File: src/rtl/core/background_subtract_motion_mask_core_assert.svh
// ----------------------------------------------------------------------------
// Assertion macros for the background subtraction motion mask core.
// Both macros sample on the rising edge of clk_i and are off while rst_ni is low.
// ----------------------------------------------------------------------------
`ifndef BACKGROUND_SUBTRACT_MOTION_MASK_CORE_ASSERT_SVH
`define BACKGROUND_SUBTRACT_MOTION_MASK_CORE_ASSERT_SVH

// Same-cycle implication: when ante holds, cons must hold at the same edge.
`define BSM_ASSERT_NOW(lbl, ante, cons, msg) \
  lbl: assert property (@(posedge clk_i) disable iff (!rst_ni) (ante) |-> (cons)) \
    else $error(msg);

// Next-cycle implication: when ante holds, cons must hold at the following edge.
`define BSM_ASSERT_NEXT(lbl, ante, cons, msg) \
  lbl: assert property (@(posedge clk_i) disable iff (!rst_ni) (ante) |=> (cons)) \
    else $error(msg);

`endif

File: src/rtl/core/bsm_pkg.sv
// ----------------------------------------------------------------------------
// bsm_pkg
// Shared constants, codes and types of the background subtraction motion mask.
// ----------------------------------------------------------------------------
`default_nettype none

package bsm_pkg;

  localparam int unsigned MaxPixels = 131072;
  localparam int unsigned AddrW     = $clog2(MaxPixels);
  localparam int unsigned FrameW    = AddrW + 1;

  localparam int unsigned ChanW    = 8;
  localparam int unsigned LumaW    = 11;
  localparam int unsigned ThW      = 8;
  localparam int unsigned ModeW    = 3;
  localparam int unsigned MaskW    = 8;
  localparam int unsigned CfgIdxW  = 2;
  localparam int unsigned CfgDataW = 18;

  localparam logic [MaskW-1:0] MaskOn  = 8'hFF;
  localparam logic [MaskW-1:0] MaskOff = 8'h00;

  localparam logic [ModeW-1:0] ModeCapture   = 3'd0;
  localparam logic [ModeW-1:0] ModeSubtract  = 3'd1;
  localparam logic [ModeW-1:0] ModeSubUpdate = 3'd2;
  localparam logic [ModeW-1:0] ModeOver      = 3'd3;
  localparam logic [ModeW-1:0] ModeUnder     = 3'd4;

  localparam logic [CfgIdxW-1:0] CfgThreshold   = 2'd0;
  localparam logic [CfgIdxW-1:0] CfgMode        = 2'd1;
  localparam logic [CfgIdxW-1:0] CfgFramePixels = 2'd2;

  localparam logic [ThW-1:0]    ThresholdReset = 8'd0;
  localparam logic [ModeW-1:0]  ModeReset      = ModeSubtract;
  localparam logic [FrameW-1:0] FrameReset     = FrameW'(76800);

  localparam int unsigned QueueDepth = 2;
  localparam int unsigned QueuePtrW  = $clog2(QueueDepth);
  localparam int unsigned QueueCntW  = $clog2(QueueDepth + 1);

  typedef enum logic [2:0] {
    OP_NONE,
    OP_CAPTURE,
    OP_SUBTRACT,
    OP_SUB_UPDATE,
    OP_OVER,
    OP_UNDER
  } op_e;

  typedef struct packed {
    op_e              op;
    logic [AddrW-1:0] addr;
    logic [LumaW-1:0] luma;
  } entry_t;

endpackage

`default_nettype wire

File: src/rtl/core/bsm_front.sv
// ----------------------------------------------------------------------------
// bsm_front
// Accepts pixels, forms the fake luma, tracks the pixel position and
// classifies each pixel into an operation for the back end.
// ----------------------------------------------------------------------------
`default_nettype none

module bsm_front (
  input  wire logic                          clk_i,
  input  wire logic                          rst_ni,
  input  wire logic [bsm_pkg::ModeW-1:0]     mode_i,
  input  wire logic [bsm_pkg::FrameW-1:0]    frame_i,
  input  wire logic                          in_valid_i,
  output logic                               in_ready_o,
  input  wire logic [bsm_pkg::ChanW-1:0]     red_i,
  input  wire logic [bsm_pkg::ChanW-1:0]     green_i,
  input  wire logic [bsm_pkg::ChanW-1:0]     blue_i,
  input  wire logic                          start_of_frame_i,
  input  wire logic                          q_full_i,
  output logic                               push_o,
  output bsm_pkg::entry_t                    entry_o
);
  import bsm_pkg::*;

  logic [AddrW-1:0]  pos_q, pos_d;
  logic [AddrW-1:0]  addr;
  logic [FrameW-1:0] addr_inc;
  logic [LumaW-1:0]  luma;
  op_e               op;
  logic              accept;

  assign in_ready_o = !q_full_i;
  assign accept     = in_valid_i && !q_full_i;

  assign luma = LumaW'({red_i, 1'b0}) + LumaW'({green_i, 2'b00}) + LumaW'(blue_i);

  always_comb begin
    addr = start_of_frame_i ? '0 : pos_q;
    if ({1'b0, addr} >= frame_i) begin
      addr = '0;
    end
    addr_inc = {1'b0, addr} + FrameW'(1);
    pos_d    = (addr_inc >= frame_i) ? '0 : addr_inc[AddrW-1:0];
  end

  always_comb begin
    case (mode_i)
      ModeCapture:   op = OP_CAPTURE;
      ModeSubtract:  op = OP_SUBTRACT;
      ModeSubUpdate: op = OP_SUB_UPDATE;
      ModeOver:      op = OP_OVER;
      ModeUnder:     op = OP_UNDER;
      default:       op = OP_NONE;
    endcase
  end

  always_ff @(posedge clk_i or negedge rst_ni) begin
    if (!rst_ni) begin
      pos_q <= '0;
    end else if (accept) begin
      pos_q <= pos_d;
    end
  end

  assign push_o  = accept;
  assign entry_o = '{op: op, addr: addr, luma: luma};

endmodule

`default_nettype wire

File: config.mk
export PLATFORM = sky130hd
export DESIGN_NAME = bsm_front
export DESIGN_NICKNAME = d
export VERILOG_FILES = /design/src/rtl/core/background_subtract_motion_mask_core_assert.svh /design/src/rtl/core/bsm_pkg.sv /design/src/rtl/core/bsm_front.sv
export SDC_FILE = /design/constraint.sdc
export NUM_CORES = 1
export LEC_CHECK = 0
export ABC_AREA = 1
export BUFFER_PORTS_ARGS = -buffer_cell sky130_fd_sc_hd__buf_2
export CORE_MARGIN = 5
export CORE_UTILIZATION = 45
export CTS_CLUSTER_SIZE = 30
export DETAILED_ROUTE_END_ITERATION = 6
export PLACE_DENSITY = 0.71
export SYNTH_ARGS = -nofsm -noshare
export SYNTH_HDL_FRONTEND = slang
export SYNTH_SLANG_ARGS = --single-unit
File: constraint.sdc
create_clock -name clk_i -period 5.1 [get_ports clk_i]
set_input_delay 0.255 -clock clk_i [delete_from_list [all_inputs] [get_ports clk_i]]
set_output_delay 0.255 -clock clk_i [all_outputs]
set_load 0.01 [all_outputs]
; Yosys cells after proc, flatten, opt, wreduce, memory -nomap -nowiden
; Cells that the tools add are included.
[classes]
div = 0
mul = 0
addsub = 3
muxes = 4
bitwise_logic = 0
n_shift = 0
reduce_logical = 3
n_eq_ne = 4
order_cmp = 2
[ops]
columns = operator, count
row1 = 2-to-1 mux 17 bit, 3
row2 = "adder 17 x 1 -> 18 bit, second input constant", 1
row3 = greater-or-equal comparator 17 x 18 -> 1 bit, 1
row4 = greater-or-equal comparator 18 bit, 1
row5 = case mux 3 bit (5 select lines), 1
row6 = adder 11 x 8 -> 11 bit, 1
row7 = adder 9 x 10 -> 11 bit, 1
row8 = "equality test 3 x 2 -> 1 bit, second input constant", 2
row9 = "equality test 3 x 1 -> 1 bit, second input constant", 1
row10 = "equality test 3 bit, second input constant", 1
row11 = zero test 3 bit, 1
row12 = logical AND 1 bit, 1
row13 = zero test 1 bit, 1
[word_totals]
reg_bits = 17
rom_bits = 0
in_bits = 50
mem_count = 0
latch_bits = 0
ram_bits = 0
out_inout_bits = 33

; Longest topological paths before layout
; Gate-level depths: netlist of the first run.
[depth]
depth_word = 6
depth_mapped = 31
mapped_depth_nobuf = 29

; Worst setup path before layout of the first run
; Ideal clock, no wire load.
[synth_timing]
path_kind = input-to-reg
startpoint = in start_of_frame_i
endpoint = reg pos_q[0]
cell_stages = 29
path_slack_ns = 0.636
t_arrival_ns = 4.398
path_cell_list = buf_2 -> buf_1 -> nor2_1 -> ha_1 -> nand2_4 -> inv_2 -> nand2_1 -> nand2_2 -> inv_1 -> nand2_1 -> nor2_4 -> nand2_1 -> nor3_1 -> ha_1 -> nand4_4 -> nor2_4 -> nand3_1 -> and2_1 -> ha_1 -> nand2_1 -> inv_1 -> nand3_1 -> nor2_1 -> a221oi_1 -> nand2_1 -> a21oi_2 -> buf_2 -> o21ai_0 -> nand2_1
[synth_lines]
columns = item, line
row1 = start: declaration, bsm_front.sv:18  ; input wire logic start_of_frame_i,
row2 = end signal: assignment, bsm_front.sv:61  ; pos_q <= pos_d;
row3 = end: declaration, bsm_front.sv:25  ; logic [AddrW-1:0] pos_q, pos_d;

; Final worst setup path of the first run
[layout_timing]
startpoint = reg pos_q[11]
endpoint = reg pos_q[11]
[layout_via]
elab_chain_len = 6
[layout_lines]
columns = item, line
row1 = 2-to-1 mux 17 bit *, bsm_front.sv:38  ; addr = start_of_frame_i ? '0 : pos_q;
row2 = greater-or-equal comparator 17 x 18 -> 1 bit, bsm_front.sv:39  ; if ({1'b0, addr} >= frame_i) begin
row3 = 2-to-1 mux 17 bit *, bsm_front.sv:39
row4 = adder 17 x 1 -> 18 bit *, bsm_front.sv:42  ; addr_inc = {1'b0, addr} + FrameW'(1);
row5 = greater-or-equal comparator 18 bit, bsm_front.sv:43  ; pos_d = (addr_inc >= frame_i) ? '0 : addr_inc[AddrW-1:0];
row6 = 2-to-1 mux 17 bit *, bsm_front.sv:43
; Mark *: on every way between the ends. The rest lies on a longest branch, timed or not.
; A chain may end at the register's enable or synchronous reset.

==> key figures, run 1 <==
Clock tree
  • Clock sink total: 17
  • Clock transition at path regs: 0.07 ns
  • Clock H-tree levels: 1
  • Worst-skew pair later-pin latency: 0.26 ns
  • Num CTS Buffers: 3
  • # Post-CTS Setup Buffers: 0
  • Clock buffer depth: 2
  • CTS root buffer: clkbuf_8
  • CTS tree: built

Yosys
  • Synth top area share: 19.8%
  • Sequential fraction of the synthesis area: 14.6%
  • Post-synthesis cell count: 437
  • Area leader, netlist: ha_1
  • Synthesized area: 2910 sq um
  • Synth area leaders: ha_1 20%, dfrtp_1 15%, nand2_1 14%, inv_1 9.9%, nor2_1 6.7%
  • Syn nets: 540
  • Seq cells post-synth: 17
  • Yosys cell types: 38
  • Warnings, synthesis: 0
  • Syn avg cell area: 6.66 sq um

STA
  • Achievable Freq: 217 MHz
  • Worst setup margin: 0.490 ns
  • Crit share post-route: 90.4%
  • Setup TNS: 0 ns
  • Final hold vios: 0
  • Setup-failing EPs final: 0
  • Worst slew pin tran: 0.417 ns
  • Max-slew violations: 0
  • Tmin final: 4.61 ns
  • RSZ-0062 raised after global routing: no
  • Final setup skew: 0.00611 ns
  • Relative slew margins: 72.2%

Power and ir drop
  • Comb power frac: 48.9%
  • Worst IR Drop VDD: 0.168 mV
  • Int Power: 297 uW
  • Clock share of power: 21.0%
  • Sw Share: 39.9%
  • Sw Pwr: 197 uW
  • Pwr dens: 142 nW/um^2
  • Leakage power figure: 0.00206 uW
  • Reg power frac: 30.0%

Cells and area
  • Nets: 625
  • Cell Count, Final, Fillers Out: 598
  • Diode count: 0
  • Largest regs: pos_q: 17 flops
  • Largest register by flop count: pos_q
  • Share of post-route cells with drive strength above 1: 21.9%
  • Largest register FFs: 17
  • Synth-to-Final Area Change: 19.3%
  • Number of fill cells in the layout: 645
  • Final Cell Area: 3470 sq um

Route
  • Initial DRC count: 174
  • Final wirelength: 8250 microns
  • Routed WL per cell: 13.8 microns
  • DR DRC count: 0
  • Via count: 3110
  • Post-DRT Antenna Nets: 0
  • Via density: 5.20
  • DRT Pass-1 Iters: 5

Setup path
  • Critical Path AT: 4.81 ns
  • Crit path kind: reg2reg
  • R2R cell count: 30
  • CP max stage delay: 0.37 ns
  • Worst Setup End Kind: flop
  • Critical-path top delay cell: dfrtp_1
  • Crit path max fanout: 10
  • Cell mode on critical path: nand2_1
  • CP Data Required Time: 5.30 ns
  • Worst setup SP type: flop

Placed design
  • Placed Area: 3410 sq um
  • Place WS: 0.412 ns
  • IO Port Bufs: 80
  • DP Cell Count: 593
  • Final HPWL DP: 7280 microns
  • Final Wtd Congestion: 1.01

GRT
  • First-pass GRT wire length: 13800 microns
  • All-Layer GR Usage: 20.1%
  • Largest net degree at the start of global routing: 20
  • Gr ovfl total: 0
  • Initial antenna violation count: 0
  • Vias in the first global route: 2952

Die
  • Row Count: 29
  • Starting density of the core: 46.1%
  • Die Span X: 90.4 microns
  • Die Y: 90.4 microns
  • Ports: 83
  • Die footprint: 8170 sq um
  • Core area: 6310 sq um

Outcome
  • Status: complete, no violations

Worst hold path
  • Worst hold path class: in2async

Run
  • Number of max-cap violations: 0
## power by group through the flow
| stage | Clock, uW | Sequential [uW] | Combinational (uW) |
|---|---|---|---|
| after CTS | 106 | 148 | 244 |
| final | 104 | 148 | 242 |
| after global routing | 109 | 149 | 275 |
| after floorplan | 0 | 149 | 153 |
| after global placement | 0 | 150 | 237 |
| after detailed placement | 0 | 151 | 242 |
## cell usage after synthesis (all sizes together)
| cell | count |
|---|---|
| nor2 | 61 |
| o21ai | 11 |
| a21oi | 17 |
| nand3 | 32 |
| buf | 6 |
| a21o | 3 |
| ha | 46 |
| xnor2 | 2 |
| nor3 | 5 |
| nand4 | 12 |
| nand3b | 1 |
| fa | 7 |
| nand2 | 115 |
| inv | 79 |
| a211oi | 1 |
| o21bai | 1 |
| dfrtp | 17 |
| nor3b | 2 |
| clkbuf | 1 |
| and2 | 7 |
| xor2 | 10 |
| a221oi | 1 |
## per-stage QoR
stage / utilization (%) / power (uW) / hold WS (ns)
6_report: 55.0 / 494 / 0.451
5_1_grt: 55.0 / 533 / 0.504
4_1_cts: 54.9 / 498 / 0.455
3_5_place_dp: 54.0 / 393 / 0.198
3_3_place_gp: 54.0 / 388 / 0.194
2_1_floorplan: - / 301 / -0.0406
## layout make-up
type / count / area (sq um) / share of cell area [%]
inverter: 79 / 297 / 8.54
timing repair buffer: 87 / 455 / 13.1
tap: 77 / 96.3 / 2.78
multi-input combinational: 334 / 2150 / 62.0
clock inverter: 1 / 5.00 / 0.144
clock buffer: 3 / 41.3 / 1.19
sequential: 17 / 425 / 12.3
## critical path, delay by kind of cell (launching register included)
kind	cells	cell delay (ns)
AO/OA/AOI/OAI	1	0.26
AND/OR/NAND/NOR	22	2.39
adder cells (fa/ha/maj)	3	0.91
flip-flops	1	0.37
buffers and inverters	3	0.35
XOR/XNOR	1	0.28
## timing repair
item	CTS	global route
hold endpoints to repair	17	0
gates resized for setup	0	1
endpoints found under the setup margin	0	4
hold buffers	1	0
## final timing paths
path / start / endpoint / slack (ns)
max: pos_q[11] / pos_q[11] / 0.49
min: rst_ni / pos_q[12] / 0.45
max reg2reg: pos_q[11] / pos_q[11] / 0.49
min reg2reg: pos_q[9] / pos_q[9] / 0.49
max in group asynchronous: rst_ni / pos_q[14] / 4.37
min in group clk_i: pos_q[9] / pos_q[9] / 0.49
## kinds of logic (layout without fill, tap and decap cells)
group / Yosys count / in the layout / share of synthesized area, %
simple gates: 235 / 235 / 38.0
buf+inv: 86 / 170 / 11.7
fa+ha+maj: 53 / 53 / 24.6
compound gates: 34 / 34 / 6.92
flops: 17 / 17 / 14.6
xor+xnor: 12 / 12 / 4.13
## routing by layer
| metal | part of all wire [%] | vias up | global-route usage, % |
|---|---|---|---|
| li1 | - | 1559 | - |
| met3 | 8.6 | 15 | 2.75 |
| met1 | 44 | 1394 | 28.2 |
| met2 | 45 | 142 | 31.7 |
| met4 | 2.2 | 0 | 6.33 |
| met5 | 0 | - | 0 |
## placed cells by master, fill, tap and decap left out, types with 4 or more instances in the layout
master and count:
ha_1 46, a21oi_1 15, inv_1 77, nor3_1 4, nand2_1 111, nor2_1 52, nor2_4 8, nand3_1 30
nand4_1 11, buf_2 80, dfrtp_1 17, fa_1 7, buf_4 6, o21ai_0 10, xor2_1 8, and2_1 7
Note: power is estimated with default switching activity, not from simulation.
==> run 2, diff against run 1 <==
==> constraint.sdc (replaced) <==
create_clock -name clk_i -period 5.97 [get_ports clk_i]
set_input_delay 0.2985 -clock clk_i [delete_from_list [all_inputs] [get_ports clk_i]]
set_output_delay 0.2985 -clock clk_i [all_outputs]
set_load 0.01 [all_outputs]
==> key figures, run 2 (synthesis gave the netlist of run 1 again) <==
Clock tree
  • CTS root buffer: clkbuf_8
  • Clock sink total: 17 (unchanged)
  • Num CTS Buffers: 3 (unchanged)
  • Clock transition at path regs: 0.06 ns (about the same)
  • Clock buffer depth: 2 (unchanged)
  • Worst-skew pair later-pin latency: 0.25 ns (about the same)
  • Clock H-tree levels: 1 (unchanged)
  • CTS tree: built

GRT
  • Gr ovfl total: 0 (unchanged)
  • Vias in the first global route: 2912 (-1.4%)
  • Initial antenna violation count: 0 (unchanged)
  • Largest net degree at the start of global routing: 20 (unchanged)
  • First-pass GRT wire length: 13100 microns (-4.7%)
  • All-Layer GR Usage: 18.9% (-1.2 points)

STA
  • Tmin final: 5.22 ns (+0.610 ns)
  • Worst slew pin tran: 0.752 ns (+0.335 ns)
  • Setup TNS: 0 ns (unchanged)
  • Crit share post-route: 87.4% (-3.0 points)
  • Setup-failing EPs final: 0 (unchanged)
  • Achievable Freq: 192 MHz (-12%)
  • Max-slew violations: 0 (unchanged)
  • Relative slew margins: 49.9% (-22 points)
  • RSZ-0062 raised after global routing: no
  • Final hold vios: 0 (unchanged)
  • Final setup skew: 0.00210 ns (-0.00400 ns)

Cells and area
  • Synth-to-Final Area Change: 17.5%
  • Most frequent cells in the layout: 111 x nand2_1, 80 x buf_2, 77 x inv_1
  • Diode count: 0 (unchanged)
  • Finished Core Util: 54.1% (-0.83 points)
  • Share of post-route cells with drive strength above 1: 21.0% (-0.91 points)
  • Largest regs: pos_q: 17 flops
  • Most common cell after layout, fill and taps aside: nand2_1
  • Largest register by flop count: pos_q
  • Nets: 619 (-0.96%)
  • Final Cell Area: 3420 sq um (-1.5%)
  • Largest register FFs: 17 (unchanged)

Run
  • Number of max-cap violations: 0 (unchanged)

Worst hold path
  • Worst hold path class: in2async

Die
  • Die Span X: 90.4 microns (unchanged)
  • Die Y: 90.4 microns (unchanged)
  • Ports: 83 (unchanged)
  • Row Count: 29 (unchanged)
  • Core area: 6310 sq um (unchanged)
  • Starting density of the core: 46.1% (unchanged)
  • Die footprint: 8170 sq um (unchanged)

Setup path
  • CP Data Required Time: 6.15 ns (+0.85 ns)
  • Critical Path AT: 5.40 ns (+0.59 ns)
  • Worst setup SP type: flop
  • Worst Setup End Kind: flop
  • Crit path max fanout: 17 (+7)
  • Cell mode on critical path: nand2_1
  • Critical-path top delay cell: a21oi_2
  • CP max stage delay: 0.63 ns (+0.26 ns)
  • Crit path kind: reg2reg
  • R2R cell count: 29 (-3.3%)

Power and ir drop
  • Worst IR Drop VDD: 0.196 mV (+17%)
  • Leakage power figure: 0.00203 uW (-1.5%)
  • Total design power: 415 uW (-16%)
  • Pwr dens: 121 nW/um^2 (-15%)

Route
  • Post-DRT Antenna Nets: 0 (unchanged)
  • Initial DRC count: 132 (-24%)
  • DR DRC count: 0 (unchanged)
  • DRT Pass-1 Iters: 5 (unchanged)
  • Final wirelength: 7940 microns (-3.8%)
  • Via count: 3048 (-2.0%)
  • Routed WL per cell: 13.4 microns (-2.9%)
  • Via density: 5.15 (-1.0%)

Placed design
  • Final HPWL DP: 6990 microns (-4.0%)
  • IO Port Bufs: 80 (unchanged)
  • Final Wtd Congestion: 0.985 (-2.4%)
  • Placed Area: 3360 sq um (-1.3%)

Outcome
  • Status: complete, no violations
[run 2: cell types whose count changed in the layout (fill, tap and decap cells not counted), sizes merged]
cell | previous run | this run
buf | 86 | 80
[run 2: metrics by stage]
stage / hold slack (ns) / worst slack (ns) / std cells
after floorplan: 0.00291 / 1.46 / 437
after global placement: 0.243 / 0.767 / 587
after detailed placement: 0.238 / 0.637 / 587
after CTS: 0.494 / 0.796 / 592
after global routing: 0.530 / 0.263 / 592
final: 0.494 / 0.750 / 592
[run 2: final timing paths]
kind	to	start	slack, ns
setup / recovery	pos_q[9]	pos_q[5]	0.75
hold / removal	pos_q[14]	rst_ni	0.49
setup reg to reg	pos_q[9]	pos_q[5]	0.75
hold reg to reg	pos_q[8]	pos_q[8]	0.49
max in group asynchronous	pos_q[9]	rst_ni	5.21
min in group clk_i	pos_q[8]	pos_q[8]	0.49
[run 2: repair_timing]
action | CTS | global route
hold endpoints to repair | 17 | 0
endpoints found under the setup margin | 0 | 0
hold buffers | 1 | 0
buffers inserted | 0 | 0
gates resized for setup | 0 | 0
[run 2: final cells by class]
class | count | area (sq um)
Tap cell | 77 | 96.3
Multi-Input combinational cell | 334 | 2140
Sequential cell | 17 | 425
Clock inverter | 1 | 5.00
Inverter | 79 | 297
Clock buffer | 3 | 41.3
Timing Repair Buffer | 81 | 410
Fill cell | 619 | 2900
[run 2: metal layers]
metal	share of wire [%]	global-route usage, %
met5	0	0
met4	1.6	4.96
met3	8.6	3.00
met2	46	31.8
met1	44	25.1
[run 2: power breakdown]
group          switching (uW)  total, uW  internal, uW  leakage, uW
registers                4.51        127           122     0.000231
clock network            37.5       83.7          46.2    0.0000255
logic                     121        204          83.8      0.00178
[run 2: worst max-delay path, delay by kind of cell (launching register included)]
family | cells | cell delay (ns)
compound gates | 1 | 0.63
xor+xnor | 1 | 0.28
fa+ha+maj | 3 | 0.89
buf+inv | 3 | 0.19
flops | 1 | 0.39
simple gates | 21 | 2.75
