<file path="config.mk">
export PLATFORM = sky130hd
export DESIGN_NAME = bsm_queue
export DESIGN_NICKNAME = d
export VERILOG_FILES = /design/src/rtl/core/background_subtract_motion_mask_core_assert.svh /design/src/rtl/core/bsm_pkg.sv /design/src/rtl/core/bsm_queue.sv
export SDC_FILE = /design/constraint.sdc
export NUM_CORES = 1
export LEC_CHECK = 0
export BUFFER_PORTS_ARGS = -buffer_cell sky130_fd_sc_hd__clkbuf_2
export CAP_MARGIN = 40
export CORE_UTILIZATION = 30
export CTS_BUF_LIST = sky130_fd_sc_hd__clkbuf_8 sky130_fd_sc_hd__clkbuf_16
export DETAILED_ROUTE_END_ITERATION = 10
export GPL_ROUTABILITY_DRIVEN = 0
export PLACE_DENSITY = 0.56
export SYNTH_ARGS = -nofsm -noshare
export SYNTH_HDL_FRONTEND = slang
export SYNTH_SLANG_ARGS = --single-unit
</file>
<file path="constraint.sdc">
create_clock -name clk_i -period 6.6 [get_ports clk_i]
set_input_delay 0.33 -clock clk_i [delete_from_list [all_inputs] [get_ports clk_i]]
set_output_delay 0.33 -clock clk_i [all_outputs]
set_load 0.005 [all_outputs]
</file>
<file path="src/rtl/core/background_subtract_motion_mask_core_assert.svh">
// ----------------------------------------------------------------------------
// Assertion macros for the background subtraction motion mask core.
// Both macros sample on the rising edge of clk_i and are off while rst_ni is low.
// ----------------------------------------------------------------------------
`ifndef BACKGROUND_SUBTRACT_MOTION_MASK_CORE_ASSERT_SVH
`define BACKGROUND_SUBTRACT_MOTION_MASK_CORE_ASSERT_SVH

// Same-cycle implication: when ante holds, cons must hold at the same edge.
`define BSM_ASSERT_NOW(lbl, ante, cons, msg) \
  lbl: assert property (@(posedge clk_i) disable iff (!rst_ni) (ante) |-> (cons)) \
    else $error(msg);

// Next-cycle implication: when ante holds, cons must hold at the following edge.
`define BSM_ASSERT_NEXT(lbl, ante, cons, msg) \
  lbl: assert property (@(posedge clk_i) disable iff (!rst_ni) (ante) |=> (cons)) \
    else $error(msg);

`endif

</file>
<file path="src/rtl/core/bsm_pkg.sv">
// ----------------------------------------------------------------------------
// bsm_pkg
// Shared constants, codes and types of the background subtraction motion mask.
// ----------------------------------------------------------------------------
`default_nettype none

package bsm_pkg;

  localparam int unsigned MaxPixels = 131072;
  localparam int unsigned AddrW     = $clog2(MaxPixels);
  localparam int unsigned FrameW    = AddrW + 1;

  localparam int unsigned ChanW    = 8;
  localparam int unsigned LumaW    = 11;
  localparam int unsigned ThW      = 8;
  localparam int unsigned ModeW    = 3;
  localparam int unsigned MaskW    = 8;
  localparam int unsigned CfgIdxW  = 2;
  localparam int unsigned CfgDataW = 18;

  localparam logic [MaskW-1:0] MaskOn  = 8'hFF;
  localparam logic [MaskW-1:0] MaskOff = 8'h00;

  localparam logic [ModeW-1:0] ModeCapture   = 3'd0;
  localparam logic [ModeW-1:0] ModeSubtract  = 3'd1;
  localparam logic [ModeW-1:0] ModeSubUpdate = 3'd2;
  localparam logic [ModeW-1:0] ModeOver      = 3'd3;
  localparam logic [ModeW-1:0] ModeUnder     = 3'd4;

  localparam logic [CfgIdxW-1:0] CfgThreshold   = 2'd0;
  localparam logic [CfgIdxW-1:0] CfgMode        = 2'd1;
  localparam logic [CfgIdxW-1:0] CfgFramePixels = 2'd2;

  localparam logic [ThW-1:0]    ThresholdReset = 8'd0;
  localparam logic [ModeW-1:0]  ModeReset      = ModeSubtract;
  localparam logic [FrameW-1:0] FrameReset     = FrameW'(76800);

  localparam int unsigned QueueDepth = 2;
  localparam int unsigned QueuePtrW  = $clog2(QueueDepth);
  localparam int unsigned QueueCntW  = $clog2(QueueDepth + 1);

  typedef enum logic [2:0] {
    OP_NONE,
    OP_CAPTURE,
    OP_SUBTRACT,
    OP_SUB_UPDATE,
    OP_OVER,
    OP_UNDER
  } op_e;

  typedef struct packed {
    op_e              op;
    logic [AddrW-1:0] addr;
    logic [LumaW-1:0] luma;
  } entry_t;

endpackage

`default_nettype wire

</file>
<file path="src/rtl/core/bsm_queue.sv">
// ----------------------------------------------------------------------------
// bsm_queue
// Short FIFO of classified pixels between the front end and the back end.
// ----------------------------------------------------------------------------
`default_nettype none

module bsm_queue (
  input  wire logic            clk_i,
  input  wire logic            rst_ni,
  input  wire logic            push_i,
  input  wire bsm_pkg::entry_t push_entry_i,
  output logic                 full_o,
  input  wire logic            pop_i,
  output logic                 valid_o,
  output bsm_pkg::entry_t      head_o
);
  import bsm_pkg::*;

  entry_t               slot_q [QueueDepth];
  logic [QueuePtrW-1:0] wr_ptr_q, rd_ptr_q;
  logic [QueueCntW-1:0] count_q, count_d;

  function automatic logic [QueuePtrW-1:0] ptr_next(input logic [QueuePtrW-1:0] p);
    ptr_next = (p == QueuePtrW'(QueueDepth - 1)) ? '0 : p + QueuePtrW'(1);
  endfunction

  assign full_o  = (count_q == QueueCntW'(QueueDepth));
  assign valid_o = (count_q != '0);
  assign head_o  = slot_q[rd_ptr_q];

  always_comb begin
    count_d = count_q;
    if (push_i && !pop_i) begin
      count_d = count_q + QueueCntW'(1);
    end else if (pop_i && !push_i) begin
      count_d = count_q - QueueCntW'(1);
    end
  end

  always_ff @(posedge clk_i or negedge rst_ni) begin
    if (!rst_ni) begin
      wr_ptr_q <= '0;
      rd_ptr_q <= '0;
      count_q  <= '0;
    end else begin
      count_q <= count_d;
      if (push_i) begin
        wr_ptr_q <= ptr_next(wr_ptr_q);
      end
      if (pop_i) begin
        rd_ptr_q <= ptr_next(rd_ptr_q);
      end
    end
  end

  always_ff @(posedge clk_i) begin
    if (push_i) begin
      slot_q[wr_ptr_q] <= push_entry_i;
    end
  end

endmodule

`default_nettype wire

</file>
# After elaboration in Yosys (flattened, before gate mapping)
# Memories as Yosys holds them, arrays and structs flattened.
# Index checks and enable logic that the tools add are counted.
[totals] register_bits=4 latch_bits=0 ramBits=62 rom_bits=0 in_bits=35 elab_cells=21 mem_count=1
[memory_table] memory="slot_q" depth=2 width=31 read_ports=1 rd_clocked_by_memory_dff=0 wr=1 line="bsm_queue.sv:19" text="entry_t slot_q [QueueDepth];"
[classes] add_sub_neg=4 mul=0 n_div=0 n_lt_le_gt_ge=0 n_eq_ne=1 n_shift=0 n_mux=6 bitwise_logic=0 n_reduce_logical=6
[ops] op="$mux 1" n=4
[ops] op="$mux 2" n=2
[ops] op="$reduce_bool 2->1" n=2
[ops] op="$add 1x1->1 const B" n=2
[ops] op="$add 2x1->2 const B" n=1
[ops] op="$eq 2x2->1 const B" n=1
[ops] op="$logic_and 1x1->1" n=2
[ops] op="$logic_not 1->1" n=2
[ops] op="$sub 2x1->2 const B" n=1

# Depth between registers and ports, before layout
# Gate-level depths: netlist of the first run.
[logic_depth] depth_word=4 depth_mapped=5 mapped_depth_nobuf=5

# Worst setup path before layout of the first run
# OpenSTA, ideal clock, no wires.
[synth_timing] path_type="reg2reg" from="register wr_ptr_q" to="memory slot_q[0][0] in the netlist's numbering, enable pin" setup_time_ns=0.423 arrival_time_ns=1.798 required_ns=6.177 slack_ns=4.379 stages_incl_launch_ff=2 path_buffers=0 path_cell_list="dfrtp_1 > nor2b_1"
[synth_lines] item="from (decl)" line="bsm_queue.sv:20" text="logic [QueuePtrW-1:0] wr_ptr_q, rd_ptr_q;"
[synth_lines] item="from (signal assigned)" line="bsm_queue.sv:48" text="wr_ptr_q <= ptr_next(wr_ptr_q);"
[synth_lines] item="to (decl)" line="bsm_queue.sv:19"
# No word-level cell before the write port.

==> metrics.txt, run 1 <==
status finished, final reports clean; Post-Route WL 3970 um; Port Buffers 67; Crit Reg-Reg Endpoint slot_q[1][9]; # setup viols final 0; Synth Area in Simple Gates 1.12%; Core Rows 33; Area contributors post-synth edfxtp_1, mux2_4, dfrtp_1, buf_12, xor2_1; 1st-pass router iterations 4; DP Worst Slack 4940 ps; Core Box Area 8260 um^2; sequential fraction of the synthesis area 76.0%; hold depth 1; n_diodes 0; H-tree depth 3; crit path DAT 1650 ps; worst r2r src wr_ptr_q; die height 94.7 um; Yosys cell types 14; yosys warns 0; Post-Syn Area 2580 um^2; first-pass GRT wire length 6000 um; Setup crit end kind output port; Final Non-Filler Cells 299; startpoint types flop; area fraction of the dominant cell type after synthesis 72.2%; syn_nets 149; Post-DRT Antenna Nets 0; placed insts 283; reg2reg path depth 1; Worst slew margin about half; final worst-path cycle share 30.0%; Hold Crit Start push_entry_i[20]; Pleak 1.32 nW; WL/cell 13.3 um; critical path peak fanout 22; cts bufs inserted 9; syn_area_per_cell 22.8 um^2; Max Cap Viol 0; Slew @ Worst Pin 768 ps; Die Wd 94.7 um; I/O Pins 68; Fin. Hold Viols 0; R2R Setup Slk between 5000 and 6000 ps; nets@finish 226; initial antenna violation count 0; PnR worst setup slack 4620 ps; area leader, netlist edfxtp_1; Worst Hold End slot_q[1][20]; buffer depth of the longest clock path 2; Vias 1,218; # DRC 0; maximum vdd drop 0.127 mV; number of synthesized register bits 66; Tmin final 1980 ps; CTS resizes 0; EDFF count, synth 62; clk_lat worst skew around 330 ps; DP Area just over 3000 um^2; fmax 505 MHz; Final Skew 6.32 ps; Syn Inst Count 113; layout cells sized above 1 60.8%; fillers 790; multiplexer share of the synthesized area 17.7%; HP Class input pin to flop; Worst Path Required 6270 ps; vias in the first global route 1,200; Hold WS between 150 and 200 ps; vias per inst a little over 4; clock sinks between 60 and 70; Max Slew Vio Count 0; detailed placement HPWL roughly 2700 um; 1st-iter DRT viols 63; Util after Layout 39.1%; CTS Root Buffer Type clkbuf_8; Setup TNS 0 ps; Final Power 1.30 mW; Setup CP Type flop to output port; Post-Synth Adder-Cell Area 0.485%; largest net degree at the start of global routing 32; commonest register cell after synthesis edfxtp_1; Area Growth Syn to Fin 25.0%; PwrDens 402 nW/um^2; post-synthesis compound-gate area fraction 0%; XOR/XNOR share of the synthesized area 1.70%; largest family of logic cells by synthesized area multiplexers; CTS tree built; top-count cell post-synth edfxtp_1; GRT Residual Overflow 0; finished layout cell area 3230 um^2; die area 8970 um^2; Clock Pin Slew Worst Setup and Hold Paths 70 ps; synth cell count leaders edfxtp_1, mux2_4, dfrtp_1, xor2_1, buf_12; total track usage 9.65%; Post-synth ARST share 6.06%; unrepaired setup endpoints after global routing false; Starting Density 31.2%
-- kinds of logic (layout without fill, tap and decap cells) --
kind of cell,after synthesis,after routing
XOR/XNOR,5,5
AND/OR/NAND/NOR,5,5
multiplexers,31,31
flip-flops,66,66
buffers and inverters,5,86
adder cells (fa/ha/maj),1,1
-- registers in the layout, indices dropped and copies added, names as in the netlist --
name / count
count_q: 2
wr_ptr_q: 1
slot_q: 62
rd_ptr_q: 1
-- worst max-delay path: stages (launching register included) --
cell and delay [ps]:
dfrtp_2 590, buf_12 250, mux2_2 360, clkbuf_2 110
-- timing repair --
action / CTS / global route
hold endpoints to repair: 4 / 0
hold buffers: 1 / 0
setup endpoints to repair: 0 / 0
setup buffers: 0 / 0
-- worst max path at each step --
stage / slack (ps) / to / cells past startpoint / startpoint
detailed placement: 4940 / head_o[11] / 3 / rd_ptr_q
global placement: 4680 / head_o[10] / 2 / rd_ptr_q
CTS: 4560 / head_o[11] / 3 / rd_ptr_q
global route: 4510 / head_o[11] / 3 / rd_ptr_q
finish: 4620 / head_o[11] / 3 / rd_ptr_q
floorplan: 4380 / slot_q[0][0] / 1 / wr_ptr_q
-- placed cells by master, fill, tap and decap left out --
cell type,count
dlygate4sd3_1,1
clkinv_2,2
dfrtp_1,3
mux2_2,2
edfxtp_1,62
mux2_4,29
and2_2,1
nor2b_1,1
clkbuf_8,9
xnor2_1,1
xor2_1,4
inv_1,1
clkinvlp_4,2
nor2b_4,1
dfrtp_2,1
clkbuf_2,67
buf_12,1
bufinv_16,1
buf_16,1
ha_1,1
nor2_1,1
clkinv_1,1
or2_2,1
-- routing by layer --
layer	GRT usage, %	routed length (um)	vias up
li1	-	-	587
met1	11.8	1780	579
met2	14.3	1880	49
met3	3.78	289	3
met4	5.68	17	0
met5	0	0	-
-- layout make-up --
type	instances	area, um^2	area share, %
Tap cell	105	131	4.07
Sequential cell	66	1960	60.9
Clock inverter	6	58.8	1.82
Multi-Input combinational cell	42	552	17.1
Clock buffer	9	124	3.84
Timing Repair Buffer	70	393	12.2
Inverter	1	3.75	0.116
-- where the power goes --
part | internal [mW] | switching, mW
registers | 0.559 | 0.0451
logic | 0.229 | 0.155
clock network | 0.169 | 0.139
(Power assumes the default switching activity.)
==> run 2, diff against run 1 <==
--- a/config.mk
+++ b/config.mk
@@ -11,7 +11,7 @@
 export CTS_BUF_LIST = sky130_fd_sc_hd__clkbuf_8 sky130_fd_sc_hd__clkbuf_16
 export DETAILED_ROUTE_END_ITERATION = 10
 export GPL_ROUTABILITY_DRIVEN = 0
-export PLACE_DENSITY = 0.56
+export PLACE_DENSITY = 0.58
 export SYNTH_ARGS = -nofsm -noshare
 export SYNTH_HDL_FRONTEND = slang
 export SYNTH_SLANG_ARGS = --single-unit
==> constraint.sdc (replaced) <==
create_clock -name clk_i -period 1.7 [get_ports clk_i]
set_input_delay 0.085 -clock clk_i [delete_from_list [all_inputs] [get_ports clk_i]]
set_output_delay 0.085 -clock clk_i [all_outputs]
set_load 0.005 [all_outputs]
==> metrics.txt, run 2 (same netlist as run 1, synthesis figures left out) <==
# DRC 0; R2R Setup Slk 500 ps; Setup Fix Bufs, Post-CTS 0; WL/cell 13.4 um; first-pass GRT wire length 6800 um; reg2reg path depth 2; Largest Register slot_q; Max Cap Viol 0; status finished, final reports clean; Pleak 1.49 nW; Worst path max stage delay between 300 and 400 ps; initial antenna violation count 0; Final Non-Filler Cells 336; clock sinks 66; Worst Path Required 1620 ps; Post-DRT Antenna Nets 0; vias per inst 4.12; Worst slew margin about 83%; Core Box Area 8260 um^2; Port Buffers 67; Setup CP Type flop to output port; HP Class input pin to asynchronous set/reset pin; Slew @ Worst Pin ~260 ps; vias in the first global route 1,451; CTS Root Buffer Type clkbuf_8; buffer depth of the longest clock path 2; GRT Residual Overflow 0; Clock Pin Slew Worst Setup and Hold Paths 70 ps; I/O Pins 68; placed insts 287; critical-path cell list buf_12 > mux2_2 > clkbuf_2; Die Wd 94.7 um; nets@finish between 200 and 300; die height 94.7 um; PwrDens roughly 1500 nW/um^2; H-tree depth 3; fmax 674 MHz; die area 8970 um^2; Area Growth Syn to Fin 40.3%; Fin. Hold Viols 0; 1st-iter DRT viols 35; CTS tree built; Vias roughly 1,400; worst r2r src wr_ptr_q; clk_lat worst skew 330 ps; critical path peak fanout 22; Hold WS 95.4 ps; # setup viols final 0; cts bufs inserted 9; n_diodes 0; Setup crit end kind output port; crit path DAT 1400 ps; startpoint types flop; final worst-path cycle share 87.2%; unrepaired setup endpoints after global routing false; fillers approximately 750; layout cells sized above 1 52.8%; leading registers by flop count slot_q x62, count_q x2; maximum vdd drop 0.591 mV; Tmin final 1480 ps; largest net degree at the start of global routing 23; Post-Route WL 4520 um; Crit-path slowest cell dfrtp_2; Core Rows 33; most common cell after layout, fill and taps aside clkbuf_2; 1st-pass router iterations 2; Crit Reg-Reg Endpoint slot_q[1][11]; Setup TNS 0 ps; CTS resizes 0; Post-CTS Hold Buffers 34; Max Slew Vio Count 0; commonest cells after routing, fill and taps aside clkbuf_2, edfxtp_1, dlygate4sd3_1; Final Skew 4.40 ps; Starting Density 31.2%; max FFs per register 62; total track usage 10.8%
run 2: changes by cell type in the layout (fill, tap and decap cells not counted), sizes merged:
| cell | delta |
|---|---|
| clkinv | -2 |
| inv | +1 |
| bufinv | +2 |
| clkinvlp | -1 |
| dlygate4sd3 | +33 |
| buf | +4 |
run 2: layer usage:
layer / track usage, % / part of all wire (%) / routed length, um / vias up
li1: - / - / - / 663
met2: 18.5 / 52 / 2330 / 48
met4: 5.56 / 1.8 / 80 / 0
met3: 4.43 / 6.9 / 311 / 11
met1: 11.2 / 40 / 1800 / 662
met5: 0 / 0 / 0 / -
run 2: where the power goes:
part	switching, mW	internal (mW)
Sequential	0.115	2.17
Combinational	0.697	0.949
Clock	0.579	0.973
Total	1.39	4.09
run 2: layout make-up:
cell class | instances | area [um^2] | area share, %
flip-flops and latches | 66 | 1960 | 54.2
repair buffers | 107 | 733 | 20.2
clock inverters | 6 | 115 | 3.18
clock buffers | 9 | 124 | 3.42
inverters | 1 | 3.75 | 0.104
well taps | 105 | 131 | 3.63
multi-input cells | 42 | 551 | 15.2
run 2: critical path, delay by kind of cell, from the launching register on:
kind / cells / cell delay [ps]
DFF: 1 / 390
muxes: 1 / 350
buffers and inverters: 2 / 310
run 2: through the flow:
stage	setup WS [ps]	utilization [%]	power [mW]	area (um^2)
6_report	217	43.8	5.48	3620
5_1_grt	145	43.8	5.80	3620
3_3_place_gp	532	36.8	3.92	3040
4_1_cts	173	43.8	5.58	3620
3_5_place_dp	513	36.8	3.94	3040
2_1_floorplan	63.6	-	3.45	2580
run 2: how the worst max path moves through the flow:
stage               startpoint            end  slack, ps  cells past startpoint
floorplan             wr_ptr_q   slot_q[0][0]         60                      1
global placement      wr_ptr_q  slot_q[1][17]        530                      2
detailed placement    wr_ptr_q  slot_q[1][12]        510                      2
CTS                   rd_ptr_q      head_o[9]        170                      3
global route          rd_ptr_q      head_o[9]        140                      3
finish                rd_ptr_q     head_o[11]        220                      3
==> run 3, diff against run 2 <==
--- a/config.mk
+++ b/config.mk
@@ -7,6 +7,7 @@
 export LEC_CHECK = 0
 export BUFFER_PORTS_ARGS = -buffer_cell sky130_fd_sc_hd__clkbuf_2
 export CAP_MARGIN = 40
+export CORE_ASPECT_RATIO = 0.5
 export CORE_UTILIZATION = 30
 export CTS_BUF_LIST = sky130_fd_sc_hd__clkbuf_8 sky130_fd_sc_hd__clkbuf_16
 export DETAILED_ROUTE_END_ITERATION = 10
==> metrics.txt, run 3 (same netlist as run 1, synthesis figures left out) <==
met3 Usage GRT 3.90%; status finished, final reports clean; Core Box Area 8170 um^2; Clock Pin Slew Worst Setup and Hold Paths about 50 ps; commonest cells after routing, fill and taps aside clkbuf_2, edfxtp_1, dlygate4sd3_1; leading registers by flop count slot_q x62, count_q x2; max FFs per register 62; Die Wd 133 um; Post-Route WL 4360 um; layout cells sized above 1 51.5%; Setup TNS 0 ps; Largest Register slot_q; maximum vdd drop 0.641 mV; most common cell after layout, fill and taps aside clkbuf_2; vias in the first global route 1,489; n_diodes 0; # setup viols final 0; Port Buffers 67; Vias 1,367; H-tree depth 3; CTS Root Buffer Type clkbuf_16; Slew @ Worst Pin 247 ps; detailed placement HPWL 2970 um; Core Rows 23; Worst slew margin 83.6%; Crit-path slowest cell dfrtp_2; die height 67.6 um; unrepaired setup endpoints after global routing false; # DRC 0; final worst-path cycle share 86.0%; total track usage 10.8%; clk_lat worst skew 310 ps; most used routing layer in global routing met2; Util after Layout 44.3%; 1st-iter DRT viols 57; Setup Fix Bufs, Post-CTS 0; Worst Path Required 1620 ps; Max Slew Vio Count 0; clock sinks 66; critical path peak fanout 10; PwrDens around 1500 nW/um^2; Final Power 5.41 mW; fmax 684 MHz; CTS resizes 0; buffer depth of the longest clock path 2; initial antenna violation count 0; crit path DAT 1380 ps; CP bufs+invs 2; HP Class input pin to flop; Final Non-Filler Cells 339; Post-DRT Antenna Nets 0; WL/cell 12.9 um; Area Growth Syn to Fin 40.3%; met2 Resource Use GR 20.1%; largest net degree at the start of global routing 23; Tmin final 1460 ps; Final Skew 2.29 ps; startpoint types flop; first-pass GRT wire length ~7000 um; CTS tree built; placed insts 294; Pleak 1.50 nW; die area 9000 um^2; 1st-pass router iterations 3; critical-path cell list buf_4 > mux2_2 > clkbuf_2; GRT met1 Usage 10.8%; GRT Residual Overflow 0; nets@finish about 260; cts bufs inserted 9; Setup CP Type flop to output port; vias per inst 4.03; Worst path max stage delay 380 ps; Crit path max-delay family flip-flops; Setup crit end kind output port; I/O Pins 68; Starting Density 31.6%; Hold WS around 36 ps; Max Cap Viol 0; Fin. Hold Viols 0
run 3: changes by cell type in the layout (fill, tap and decap cells not counted), sizes merged:
cell and delta:
clkinv +1, bufinv -3, clkinvlp -1, dlygate4sd3 -1
run 3: report_power, final:
group | switching (mW) | internal (mW)
Combinational | 0.694 | 0.947
Clock | 0.543 | 0.934
Sequential | 0.117 | 2.17
run 3: layout make-up:
| class | instances | area, um^2 |
|---|---|---|
| multi-input cells | 42 | 551 |
| clock buffers | 9 | 225 |
| inverters | 1 | 3.75 |
| flip-flops and latches | 66 | 1960 |
| clock inverters | 3 | 12.5 |
| fillers | 736 | 4550 |
| well taps | 112 | 140 |
| repair buffers | 106 | 723 |
run 3: metal layers:
| layer | up-vias | part of all wire, % |
|---|---|---|
| met5 | - | 0 |
| met4 | 0 | 2.3 |
| met3 | 7 | 1.9 |
| met2 | 17 | 56 |
| met1 | 688 | 40 |
| li1 | 655 | - |
run 3: per-stage QoR:
stage | setup WS, ps | area (um^2)
6_report | 238 | 3620
5_1_grt | 173 | 3620
2_1_floorplan | 63.6 | 2580
3_5_place_dp | 523 | 3050
3_3_place_gp | 560 | 3050
4_1_cts | 214 | 3620
run 3: worst paths after layout:
kind | start | endpoint | slack [ps] | cells past startpoint
worst min register to register | count_q[1] | count_q[1] | 490 | 1
worst max-delay path | rd_ptr_q | head_o[10] | 240 | 3
worst max register to register | wr_ptr_q | slot_q[1][22] | 510 | 2
min in group asynchronous | rst_ni | count_q[1] | 110 | 2
worst min-delay path | push_i | wr_ptr_q | 40 | 2
max in group asynchronous | rst_ni | rd_ptr_q | 1450 | 2
run 3: timing repair:
item	in CTS	in global routing
hold endpoints to repair	67	0
hold buffers	33	0
setup endpoints to repair	0	0
